**src/rtl/core/tdhe_pkg.sv**
```systemverilog
// shared types, constants and codes of the two-dimensional histogram equaliser
`timescale 1ns / 1ps
package tdhe_pkg;

    localparam int MAX_WIDTH  = 256;
    localparam int MAX_HEIGHT = 256;
    localparam int LEVELS     = 256;
    localparam int BIN_BITS   = 40;
    localparam int TOT_BITS   = BIN_BITS + 8;
    localparam int REM_BITS   = TOT_BITS + 8;
    localparam int ACC_BITS   = 24;

    localparam logic       REQ_LOAD  = 1'b0;
    localparam logic       REQ_READ  = 1'b1;
    localparam logic       RESP_ACK  = 1'b0;
    localparam logic       RESP_PIX  = 1'b1;
    localparam logic [1:0] CFG_WIDTH  = 2'd0;
    localparam logic [1:0] CFG_HEIGHT = 2'd1;
    localparam logic [1:0] CFG_RADIUS = 2'd2;

    typedef struct packed {
        logic        req_type;
        logic [15:0] pixel_index;
        logic [7:0]  pixel_value;
        logic        last_pixel;
    } t_req;

    typedef struct packed {
        logic       resp_type;
        logic [7:0] out_value;
    } t_resp;

    typedef enum logic [3:0] {
        ST_IDLE, ST_RD1, ST_RD2, ST_CLR, ST_PXV, ST_PXV2, ST_WIN, ST_DRAIN,
        ST_HWR, ST_TOT, ST_TOTD, ST_CRD, ST_CADD, ST_DIV, ST_MWR, ST_ACK
    } t_state;

    typedef struct packed {
        logic host_wr;
        logic map_rd;
        logic clr;
        logic px_rd;
        logic v_latch;
        logic win_issue;
        logic drain;
        logic h_wr;
        logic tot_issue;
        logic tot_end;
        logic c_rd;
        logic c_add;
        logic div_step;
        logic m_wr;
        logic out_pix;
        logic out_ack;
    } t_cmd;

    typedef struct packed {
        logic lv_last;
        logic px_last;
        logic win_last;
        logic rad_zero;
        logic div_last;
    } t_sts;

endpackage

```
**src/rtl/core/tdhe_ctrl.sv**
```systemverilog
// controller state machine of the equaliser
`timescale 1ns / 1ps
module tdhe_ctrl (
    input  logic          i_clk,
    input  logic          i_rst_n,
    input  logic          i_start,
    input  tdhe_pkg::t_req i_req,
    input  tdhe_pkg::t_sts i_sts,
    output tdhe_pkg::t_cmd o_cmd,
    output logic          o_busy
);

    tdhe_pkg::t_state r_state, n_state;

    always_ff @(posedge i_clk) begin
        if (!i_rst_n) begin
            r_state <= tdhe_pkg::ST_IDLE;
        end else begin
            r_state <= n_state;
        end
    end

    always_comb begin
        n_state = r_state;
        case (r_state)
            tdhe_pkg::ST_IDLE: begin
                if (i_start) begin
                    if (i_req.req_type == tdhe_pkg::REQ_READ) n_state = tdhe_pkg::ST_RD1;
                    else if (i_req.last_pixel) n_state = tdhe_pkg::ST_CLR;
                end
            end
            tdhe_pkg::ST_RD1:   n_state = tdhe_pkg::ST_RD2;
            tdhe_pkg::ST_RD2:   n_state = tdhe_pkg::ST_IDLE;
            tdhe_pkg::ST_CLR:   if (i_sts.lv_last) n_state = tdhe_pkg::ST_PXV;
            tdhe_pkg::ST_PXV:   n_state = tdhe_pkg::ST_PXV2;
            tdhe_pkg::ST_PXV2:  n_state = i_sts.rad_zero ? tdhe_pkg::ST_DRAIN : tdhe_pkg::ST_WIN;
            tdhe_pkg::ST_WIN:   if (i_sts.win_last) n_state = tdhe_pkg::ST_DRAIN;
            tdhe_pkg::ST_DRAIN: n_state = tdhe_pkg::ST_HWR;
            tdhe_pkg::ST_HWR:   n_state = i_sts.px_last ? tdhe_pkg::ST_TOT : tdhe_pkg::ST_PXV;
            tdhe_pkg::ST_TOT:   if (i_sts.lv_last) n_state = tdhe_pkg::ST_TOTD;
            tdhe_pkg::ST_TOTD:  n_state = tdhe_pkg::ST_CRD;
            tdhe_pkg::ST_CRD:   n_state = tdhe_pkg::ST_CADD;
            tdhe_pkg::ST_CADD:  n_state = tdhe_pkg::ST_DIV;
            tdhe_pkg::ST_DIV:   if (i_sts.div_last) n_state = tdhe_pkg::ST_MWR;
            tdhe_pkg::ST_MWR:   n_state = i_sts.lv_last ? tdhe_pkg::ST_ACK : tdhe_pkg::ST_CRD;
            tdhe_pkg::ST_ACK:   n_state = tdhe_pkg::ST_IDLE;
            default:            n_state = tdhe_pkg::ST_IDLE;
        endcase
    end

    always_comb begin
        o_cmd  = '0;
        o_busy = (r_state != tdhe_pkg::ST_IDLE);
        case (r_state)
            tdhe_pkg::ST_IDLE:  o_cmd.host_wr = i_start && (i_req.req_type == tdhe_pkg::REQ_LOAD);
            tdhe_pkg::ST_RD1:   o_cmd.map_rd = 1'b1;
            tdhe_pkg::ST_RD2:   o_cmd.out_pix = 1'b1;
            tdhe_pkg::ST_CLR:   o_cmd.clr = 1'b1;
            tdhe_pkg::ST_PXV:   o_cmd.px_rd = 1'b1;
            tdhe_pkg::ST_PXV2:  o_cmd.v_latch = 1'b1;
            tdhe_pkg::ST_WIN:   o_cmd.win_issue = 1'b1;
            tdhe_pkg::ST_DRAIN: o_cmd.drain = 1'b1;
            tdhe_pkg::ST_HWR:   o_cmd.h_wr = 1'b1;
            tdhe_pkg::ST_TOT:   o_cmd.tot_issue = 1'b1;
            tdhe_pkg::ST_TOTD:  o_cmd.tot_end = 1'b1;
            tdhe_pkg::ST_CRD:   o_cmd.c_rd = 1'b1;
            tdhe_pkg::ST_CADD:  o_cmd.c_add = 1'b1;
            tdhe_pkg::ST_DIV:   o_cmd.div_step = 1'b1;
            tdhe_pkg::ST_MWR:   o_cmd.m_wr = 1'b1;
            tdhe_pkg::ST_ACK:   o_cmd.out_ack = 1'b1;
            default:            o_cmd = '0;
        endcase
    end

endmodule

```
**config.mk**
```make
export PLATFORM = sky130hd
export DESIGN_NAME = tdhe_ctrl
export DESIGN_NICKNAME = d
export VERILOG_FILES = /design/src/rtl/core/tdhe_pkg.sv /design/src/rtl/core/tdhe_ctrl.sv
export SDC_FILE = /design/constraint.sdc
export NUM_CORES = 1
export LEC_CHECK = 0
export BUFFER_PORTS_ARGS = -buffer_cell sky130_fd_sc_hd__buf_4
export CORE_UTILIZATION = 29
export CTS_CLUSTER_SIZE = 12
export DETAILED_ROUTE_END_ITERATION = 12
export PLACE_DENSITY = 0.74
export SLEW_MARGIN = 20
export SYNTH_ARGS = -nofsm -noshare
export SYNTH_HDL_FRONTEND = slang
export SYNTH_SLANG_ARGS = --single-unit
```
**constraint.sdc**
```tcl
create_clock -name i_clk -period 1.4 [get_ports i_clk]
set_clock_uncertainty 0.1 [all_clocks]
set_input_delay 0.07 -clock i_clk [delete_from_list [all_inputs] [get_ports i_clk]]
set_output_delay 0.07 -clock i_clk [all_outputs]
set_load 0.005 [all_outputs]
```
# Word level (Yosys, flattened, before mapping)
# Index checks and enable logic that the tools add are counted.
[classes] n_eq_ne=21 n_mux=27 bitwise=1 n_reduce_logical=5
[ops] cell="$pmux 4 s15" n=1
[ops] cell="$eq 4x4->1 const B" n=8
[ops] cell="$mux 4" n=8
[ops] cell="$mux 1" n=17
[ops] cell="$eq 4x3->1 const B" n=4
[ops] cell="$ne 2x2->1 const B" n=5
[ops] cell="$eq 4x2->1 const B" n=2
[ops] cell="$reduce_and 6->1" n=1
[ops] cell="$eq 4x1->1 const B" n=1
[ops] cell="$logic_not 4->1" n=1
[ops] cell="$reduce_bool 4->1" n=1
[ops] cell="$mux 3" n=1
[ops] cell="$ne 3x3->1 const B" n=1
[ops] cell="$reduce_or 2->1" n=1
[ops] cell="$logic_and 1x1->1" n=1
[ops] cell="$not 1->1" n=1
[word_totals] reg_bits=4 output_inout_bits=17 word_cells=55

# Logic depth before layout (Yosys ltp)
# Gate-level depths: netlist of run 1.
[logic_depth] depth_word=4 mapped_depth=5 ltp_nobuf=4

# Least setup slack after synthesis of run 1
# No wires, ideal clock.
[synth_timing] path_kind="register to register" startpoint="reg r_state[0]" endpoint="reg r_state[2]" setup_time_ns=0.120 arrival_ns=1.379 required_ns=1.180 slack_ns=-0.198 path_stages_with_launch=5 n_path_buf=0 synth_period_minus_slack_ns=1.598 path_cell_list="dfxtp_1 -> or4_4 -> o32ai_4 -> a211oi_2 -> o31a_1"
[synth_between] elab_chain_cells=3 word_cells_on_any_way=25
[synth_lines] element="start, declared" line="tdhe_ctrl.sv:13" source="tdhe_pkg::t_state r_state, n_state;"
[synth_lines] element="start signal, assigned" line="tdhe_ctrl.sv:17" source="r_state <= tdhe_pkg::ST_IDLE;"
[synth_lines] element="start signal, assigned" line="tdhe_ctrl.sv:19" source="r_state <= n_state;"
[synth_lines] element="$eq 4x2->1 (tied with other cells)" line="tdhe_ctrl.sv:25" source="case (r_state)"
[synth_lines] element="$reduce_or 2->1 (no line) (tied with other cells)"
[synth_lines] element="$pmux 4 s15 / $reduce_and 6->1 (equally long branches)"
# Several ways; a longest one is shown, not always the timed one.
# A chain may end at the register's enable or synchronous reset.

==> run metrics, run 1 <==
status finished with violations; violated checks setup timing; relative slew slack 0.780; CTS H-tree depth 1; Layout Nets 139; TritonCTS Buffers 3; Clk pin slew, worst setup/hold paths 40 ps; Post-synth top cells 15 x nor2_1, 8 x nor3_1, 5 x nand2b_1; Fin. Hold Viols 0; RSZ-0062 raised after global routing yes; Distinct cells, synth 26; Met3 Routed Length 64 µm; GR Util All Layers 0.174; Max clock buf depth 2; DP Wirelength 1110 µm; Die X-Extent 41.9 µm; CTS Sinks 4; post-synth top area share 0.173; clk_lat worst skew 240 ps; Layout Utilization 0.577; worst-path maximum fanout 3; vias in the first global route 575; DRC 0; startpoint types flip-flop; Layout Cells excl Fill 119; uppermost routed layer met4; sequential fraction of the synthesis area 0.173; ys async rst share 0; EDFF count, synth 0; Final min period 1580 ps; antenna-violating nets left 0; Synth area leaders dfxtp_1 17%, nor2_1 12%, nor3_1 8.7%; Arr. time, crit path 1410 ps; Synth Instances 65; core box area 1490 µm²; largest net degree at the start of global routing 14; Crit path required time 1230 ps; drt initial violations 8; Syn Nets 99; setup ws final -179 ps; Fmax 633 MHz; Worst setup EP type output port; max FFs per register 4; share of cells above drive strength 1 0.592; Hold Path Depth 3; IO Pins 51; worst hold path type in2reg; Die Span Y 41.9 µm; Final Slew Violations 0; n_diodes 0; vias per inst 5.43; setup_tns -1030 ps; Least-Margin Pin Slew 325 ps; Worst VDD drop 932 µV; total wire length 1510 µm; Setup Crit Path Kind reg2out; max cap viols 0; # placed instances 113; Tcrit/Tclk final 1.13; wl on met1 628 µm; FF-to-FF path depth 4; Mapped Avg Cell Area 7.10 µm²; top flop regs r_state: 4 flops; via count 646; leak pwr 0.375 nW; initial antenna violation count 0; row cnt 14; Synth area leader dfxtp_1; first-pass GRT wire length 2380 µm; setup violators final 12; DIE AREA 1760 µm²; clk root buf clkbuf_4; cell area after synthesis 462 µm²; area delta synth->final 86.2%; count leader, synth nor2_1; CTS tree done; Synth Warn # 0; ys flop type dfxtp_1; met2 wire len 808 µm; grt ovf 0; most flop-heavy register r_state; port buffer count 26; Routed WL per cell 12.7 µm; PwrDens 1150 nW/µm²; drt pass-1 iters 6; GPL Wtd Cong 0.803; #FFs+latches synth 4; Starting Density 0.310
## worst max-delay path: stages (launching register included)
cell,delay (ps)
dfxtp_2,320
or4_4,560
nor3b_2,170
buf_4,130
## cells by family after synthesis
group / synth area share
simple gates: 0.463
compound gates: 0.298
mux: 0.0244
flops: 0.173
buf+inv: 0.0406
## metrics by stage
stage	power, mW	worst slack, ps	hold WS (ps)	cell area (µm²)
after floorplan	0.489	-117	73.0	463
after global placement	0.711	-115	220	738
after detailed placement	0.724	-167	232	738
after CTS	0.943	-206	156	812
after global routing	1.05	-219	179	860
final	0.985	-179	164	860
## timing repair
action                                 4_1_cts  5_1_grt
buffers inserted                             2        0
pin swaps                                    4        4
hold buffers                                 1        0
setup endpoints to repair                   15       19
endpoints found under the hold margin        1        0
resized for setup                            6       13
## metal layers
metal / track usage / vias to the layer above
met5: 0 / -
met4: 0.0968 / 0
met3: 0.0261 / 2
met2: 0.306 / 15
met1: 0.198 / 316
li1: - / 313
## power breakdown
part | leakage, nW | switching, mW | internal (mW) | total [mW]
Clock | 0.0138 | 0.0493 | 0.0960 | 0.145
Combinational | 0.327 | 0.304 | 0.359 | 0.663
Sequential | 0.0344 | 0.0312 | 0.145 | 0.176
Total | 0.375 | 0.384 | 0.600 | 0.985
## cells in the final DEF (no fill, tap or decap), types with 2 or more instances in the layout
cell	netlist	layout
nor2_2	0	3
buf_6	0	5
nand2_2	0	2
buf_4	0	33
nor3_1	8	5
nor2_1	15	12
dfxtp_2	0	4
nor3b_1	3	2
o21a_1	2	2
o31a_1	2	2
nor3_2	0	3
nor2b_1	2	2
o32ai_4	1	2
nand2b_1	5	4
clkbuf_4	0	3
a21oi_1	2	2
## final timing paths
path	startpoint	endpoint	slack [ps]
worst min register to register	r_state[0]	r_state[3]	630
worst max register to register	r_state[3]	r_state[2]	-170
worst min-delay path	i_sts[0]	r_state[2]	160
worst max-delay path	r_state[3]	o_cmd[15]	-180
## layout make-up
cell class                      instances  area (µm²)
Sequential cell                         4        85.1
Timing Repair Buffer                   39         314
Clock buffer                            3        22.5
Fill cell                             134         629
Multi-Input combinational cell         56         414
Tap cell                               16        20.0
Inverter                                1        3.75
Power figures use the tool's default switching activity.
==> run 2: changes to the inputs <==
==> constraint.sdc (replaced) <==
create_clock -name i_clk -period 1.4 [get_ports i_clk]
set_clock_uncertainty 0.1 [all_clocks]
set_input_delay 0 -clock i_clk [delete_from_list [all_inputs] [get_ports i_clk]]
set_output_delay 0 -clock i_clk [all_outputs]
set_load 0.005 [all_outputs]
==> run metrics, run 2 (same netlist as run 1, synthesis figures left out) <==
status finished with violations; violated checks setup timing; drt initial violations 7; leak pwr 0.403 nW; Setup Crit Path Kind reg2reg; worst hold path type in2reg; row cnt 14; reg-to-reg critical path endpoint r_state[2]; CTS H-tree depth 1; Routed WL per cell 14.1 µm; grt ovf 0; TritonCTS Buffers 3; Layout Nets 143; CTS tree done; crit path to r_state[2]; GR Util All Layers 0.192; drt pass-1 iters 4; Worst setup EP type flip-flop; relative slew slack 0.750; final hold slack 100 ps; met2 wire len 898 µm; n_diodes 0; total wire length 1740 µm; port buffer count 26; Die X-Extent 41.9 µm; Final Slew Violations 0; area delta synth->final 98.1%; DP Wirelength 1180 µm; GPL Wtd Cong 0.810; max incr delay on CP 550 ps; clk root buf clkbuf_4; critical path, cell by cell or4_4, buf_6, o32ai_4, a211oi_2, o31a_1; uppermost routed layer met4; largest net degree at the start of global routing 14; worst setup path startpoint r_state[1]; Final min period 1660 ps; wl on met1 690 µm; max FFs per register 4; top flop regs r_state: 4 flops; FF-to-FF setup slack -260 ps; final instance area 915 µm²; Max clock buf depth 2; startpoint types flip-flop; antenna-violating nets left 0; max cap viols 0; vias in the first global route 616; most frequent cells in the layout 33 x buf_4, 10 x nor2_1, 8 x buf_6; via count 676; R2R Path Start r_state[1]; Die Span Y 41.9 µm; Met3 Routed Length 80 µm; Arr. time, crit path 1690 ps; hold path start i_sts[0]; commonest non-fill, non-tap cell in the layout buf_4; Least-Margin Pin Slew 375 ps; slowest cell on the critical path or4_4; Crit path required time 1430 ps; FF-to-FF path depth 5; CTS Sinks 4; Clk pin slew, worst setup/hold paths 40 ps; Fmax 604 MHz; Starting Density 0.310; Fin. Hold Viols 0; DIE AREA 1760 µm²; total design power 1.17 mW; clk_lat worst skew 250 ps; core box area 1490 µm²; RSZ-0062 raised after global routing yes; setup ws final -256 ps; DRC 0; first-pass GRT wire length 2530 µm; share of cells above drive strength 1 0.645; Placed Area 761 µm²; initial antenna violation count 0; PwrDens 1280 nW/µm²; setup violators final 14; setup_tns -1140 ps; Layout Utilization 0.614; most flop-heavy register r_state; worst-path maximum fanout 4; Tcrit/Tclk final 1.18; vias per inst 5.50; IO Pins 51; Worst VDD drop 923 µV
## run 2: what timing repair did
action                                  CTS  global route
setup buffers                             2             1
endpoints found under the hold margin     3             0
cloned                                    0             1
endpoints found under the setup margin   13            20
hold buffers                              1             0
resized for setup                        10            17
pin swaps                                 2             7
## run 2: worst min path at each step
stage,slack (ps),cells past startpoint,to
CTS,100,3,r_state[2]
detailed placement,160,3,o_cmd[15]
finish,100,3,r_state[2]
floorplan,-70,1,o_cmd[15]
global placement,150,2,r_state[2]
global route,120,3,r_state[2]
## run 2: metrics by stage
| step | setup WS (ps) | std cells |
|---|---|---|
| 2_1_floorplan | -117 | 65 |
| 3_3_place_gp | -100 | 116 |
| 3_5_place_dp | -158 | 116 |
| 4_1_cts | -250 | 121 |
| 5_1_grt | -319 | 123 |
| 6_report | -256 | 123 |
## run 2: area by class of cell
type	instances	area (µm²)
Timing Repair Buffer	43	353
Inverter	1	3.75
Clock buffer	3	22.5
Fill cell	115	574
Sequential cell	4	85.1
Multi-Input combinational cell	56	430
Tap cell	16	20.0
## run 2: power by group
| part | switching (mW) | total [mW] | internal (mW) | leakage, nW |
|---|---|---|---|---|
| sequential | 0.0259 | 0.171 | 0.145 | 0.0344 |
| combinational | 0.368 | 0.845 | 0.477 | 0.355 |
| clock | 0.0548 | 0.151 | 0.0964 | 0.0138 |
## run 2: worst max-delay path: cells and delay by family, from the launching register on
kind | cells | cell delay, ps
AOI/OAI and AO/OA | 3 | 440
buffers and inverters | 1 | 140
DFF | 1 | 310
and+or+nand+nor | 1 | 550
## run 2: routing by layer
metal	GRT usage	vias up
met2	0.319	24
met4	0.155	0
met1	0.212	322
li1	-	322
met5	0	-
met3	0.0348	8
==> run 3: changes to the inputs <==
--- a/config.mk
+++ b/config.mk
@@ -6,7 +6,10 @@
 export NUM_CORES = 1
 export LEC_CHECK = 0
 export BUFFER_PORTS_ARGS = -buffer_cell sky130_fd_sc_hd__buf_4
-export CORE_UTILIZATION = 29
+export CAP_MARGIN = 40
+export CELL_PAD_IN_SITES_DETAIL_PLACEMENT = 1
+export CELL_PAD_IN_SITES_GLOBAL_PLACEMENT = 1
+export CORE_UTILIZATION = 18
 export CTS_CLUSTER_SIZE = 12
 export DETAILED_ROUTE_END_ITERATION = 12
 export PLACE_DENSITY = 0.74
==> run metrics, run 3 (same netlist as run 1, synthesis figures left out) <==
Crit path required time 1300 ps; CTS Sinks 4; multi-input logic area 480 µm²; TritonCTS Buffers 3; clk root buf clkbuf_4; clk_lat worst skew 240 ps; status finished with violations; port buffer count 26; Clk pin slew, worst setup/hold paths 40 ps; Die X-Extent 52.6 µm; Max clock buf depth 2; startpoint types flip-flop; violated checks setup timing; RSZ-0062 raised after global routing yes; Die Span Y 52.6 µm; initial antenna violation count 0; Worst setup EP type output port; Fmax 596 MHz; Fillers 283; drt initial violations 7; PwrDens 1220 nW/µm²; setup violators final 8; vias in the first global route 762; first-pass GRT wire length 3710 µm; GPL Wtd Cong 0.832; hold path start i_sts[2]; worst-path maximum fanout 4; worst setup path startpoint r_state[2]; Worst VDD drop 499 µV; area delta synth->final 128%; top flop regs r_state: 4 flops; reg-to-reg critical path endpoint r_state[2]; DRC 0; share of cells above drive strength 1 0.702; largest net degree at the start of global routing 11; CTS H-tree depth 1; drt pass-1 iters 3; core box area 2320 µm²; FF-to-FF setup slack -200 ps; most flop-heavy register r_state; Routed WL per cell 16.3 µm; R2R Path Start r_state[2]; via count 697; DIE AREA 2770 µm²; Tcrit/Tclk final 1.20; dpl ws -216 ps; leak pwr 0.460 nW; commonest non-fill, non-tap cell in the layout buf_4; Layout Nets 150; Layout Cells excl Fill 142; Hold Path Depth 4; CTS tree done; row cnt 17; IO Pins 51; grt ovf 0; Arr. time, crit path 1580 ps; relative slew slack 0.785; n_diodes 0; antenna-violating nets left 0; total wire length 2310 µm; FF-to-FF path depth 4; max FFs per register 4; max cap viols 0; crit path to o_cmd[15]; # placed instances 132; Final Slew Violations 0; vias per inst 4.91; Least-Margin Pin Slew 323 ps; worst hold path type in2reg; Setup Crit Path Kind reg2out; GR Util All Layers 0.195; setup ws final -278 ps; most frequent cells in the layout 37 x buf_4, 12 x buf_6, 9 x nor2_1; DP Wirelength 1530 µm; flip-flop and latch area 87.6 µm²; Final min period 1680 ps; Starting Density 0.199; Fin. Hold Viols 0
-- run 3: cell count changes in the layout (fill, tap and decap cells not counted), sizes merged --
cell,delta
buf,+7
-- run 3: power by group --
group / internal [mW] / total, mW / switching [mW]
combinational: 0.531 / 0.957 / 0.426
sequential: 0.145 / 0.173 / 0.0273
clock: 0.0963 / 0.150 / 0.0538
-- run 3: stage by stage --
step | hold WS, ps | TNS [ps] | power [mW] | util | area, µm²
final | 98.7 | -965 | 1.28 | 0.454 | 1050
after CTS | 97.6 | -977 | 1.20 | 0.429 | 995
after global routing | 111 | -1460 | 1.37 | 0.454 | 1050
after detailed placement | 162 | -624 | 0.804 | 0.348 | 806
after global placement | 156 | -307 | 0.784 | 0.348 | 806
after floorplan | -67.0 | -184 | 0.489 | - | 463
-- run 3: final cells by class --
class	instances	area share
inverters	1	0.00357
repair buffers	50	0.402
flip-flops and latches	4	0.0832
multi-input cells	56	0.457
well taps	28	0.0333
clock buffers	3	0.0214
-- run 3: how the worst min path moves through the flow --
stage,end,slack (ps)
2_1_floorplan,o_cmd[15],-70
5_1_grt,r_state[2],110
3_5_place_dp,o_cmd[15],160
4_1_cts,r_state[0],100
6_report,r_state[0],100
3_3_place_gp,r_state[2],160
-- run 3: routing by layer --
layer / global-route usage / up-vias / wire (µm)
met2: 0.371 / 26 / 1250
met3: 0.0232 / 7 / 88
met4: 0.132 / 0 / 78
met1: 0.192 / 330 / 890
met5: 0 / - / 0
li1: - / 334 / -
-- run 3: what timing repair did --
action	4_1_cts	5_1_grt
gates resized for setup	24	18
setup buffers	7	1
hold buffers	1	0
endpoints found under the hold margin	3	0
cloned	1	0
pin swaps	7	5
setup endpoints to repair	15	19
-- run 3: critical path, stage by stage (launching register included) --
cell and delay (ps):
dfxtp_4 350, or4_4 540, buf_6 140, nor3b_2 180
buf_4 130
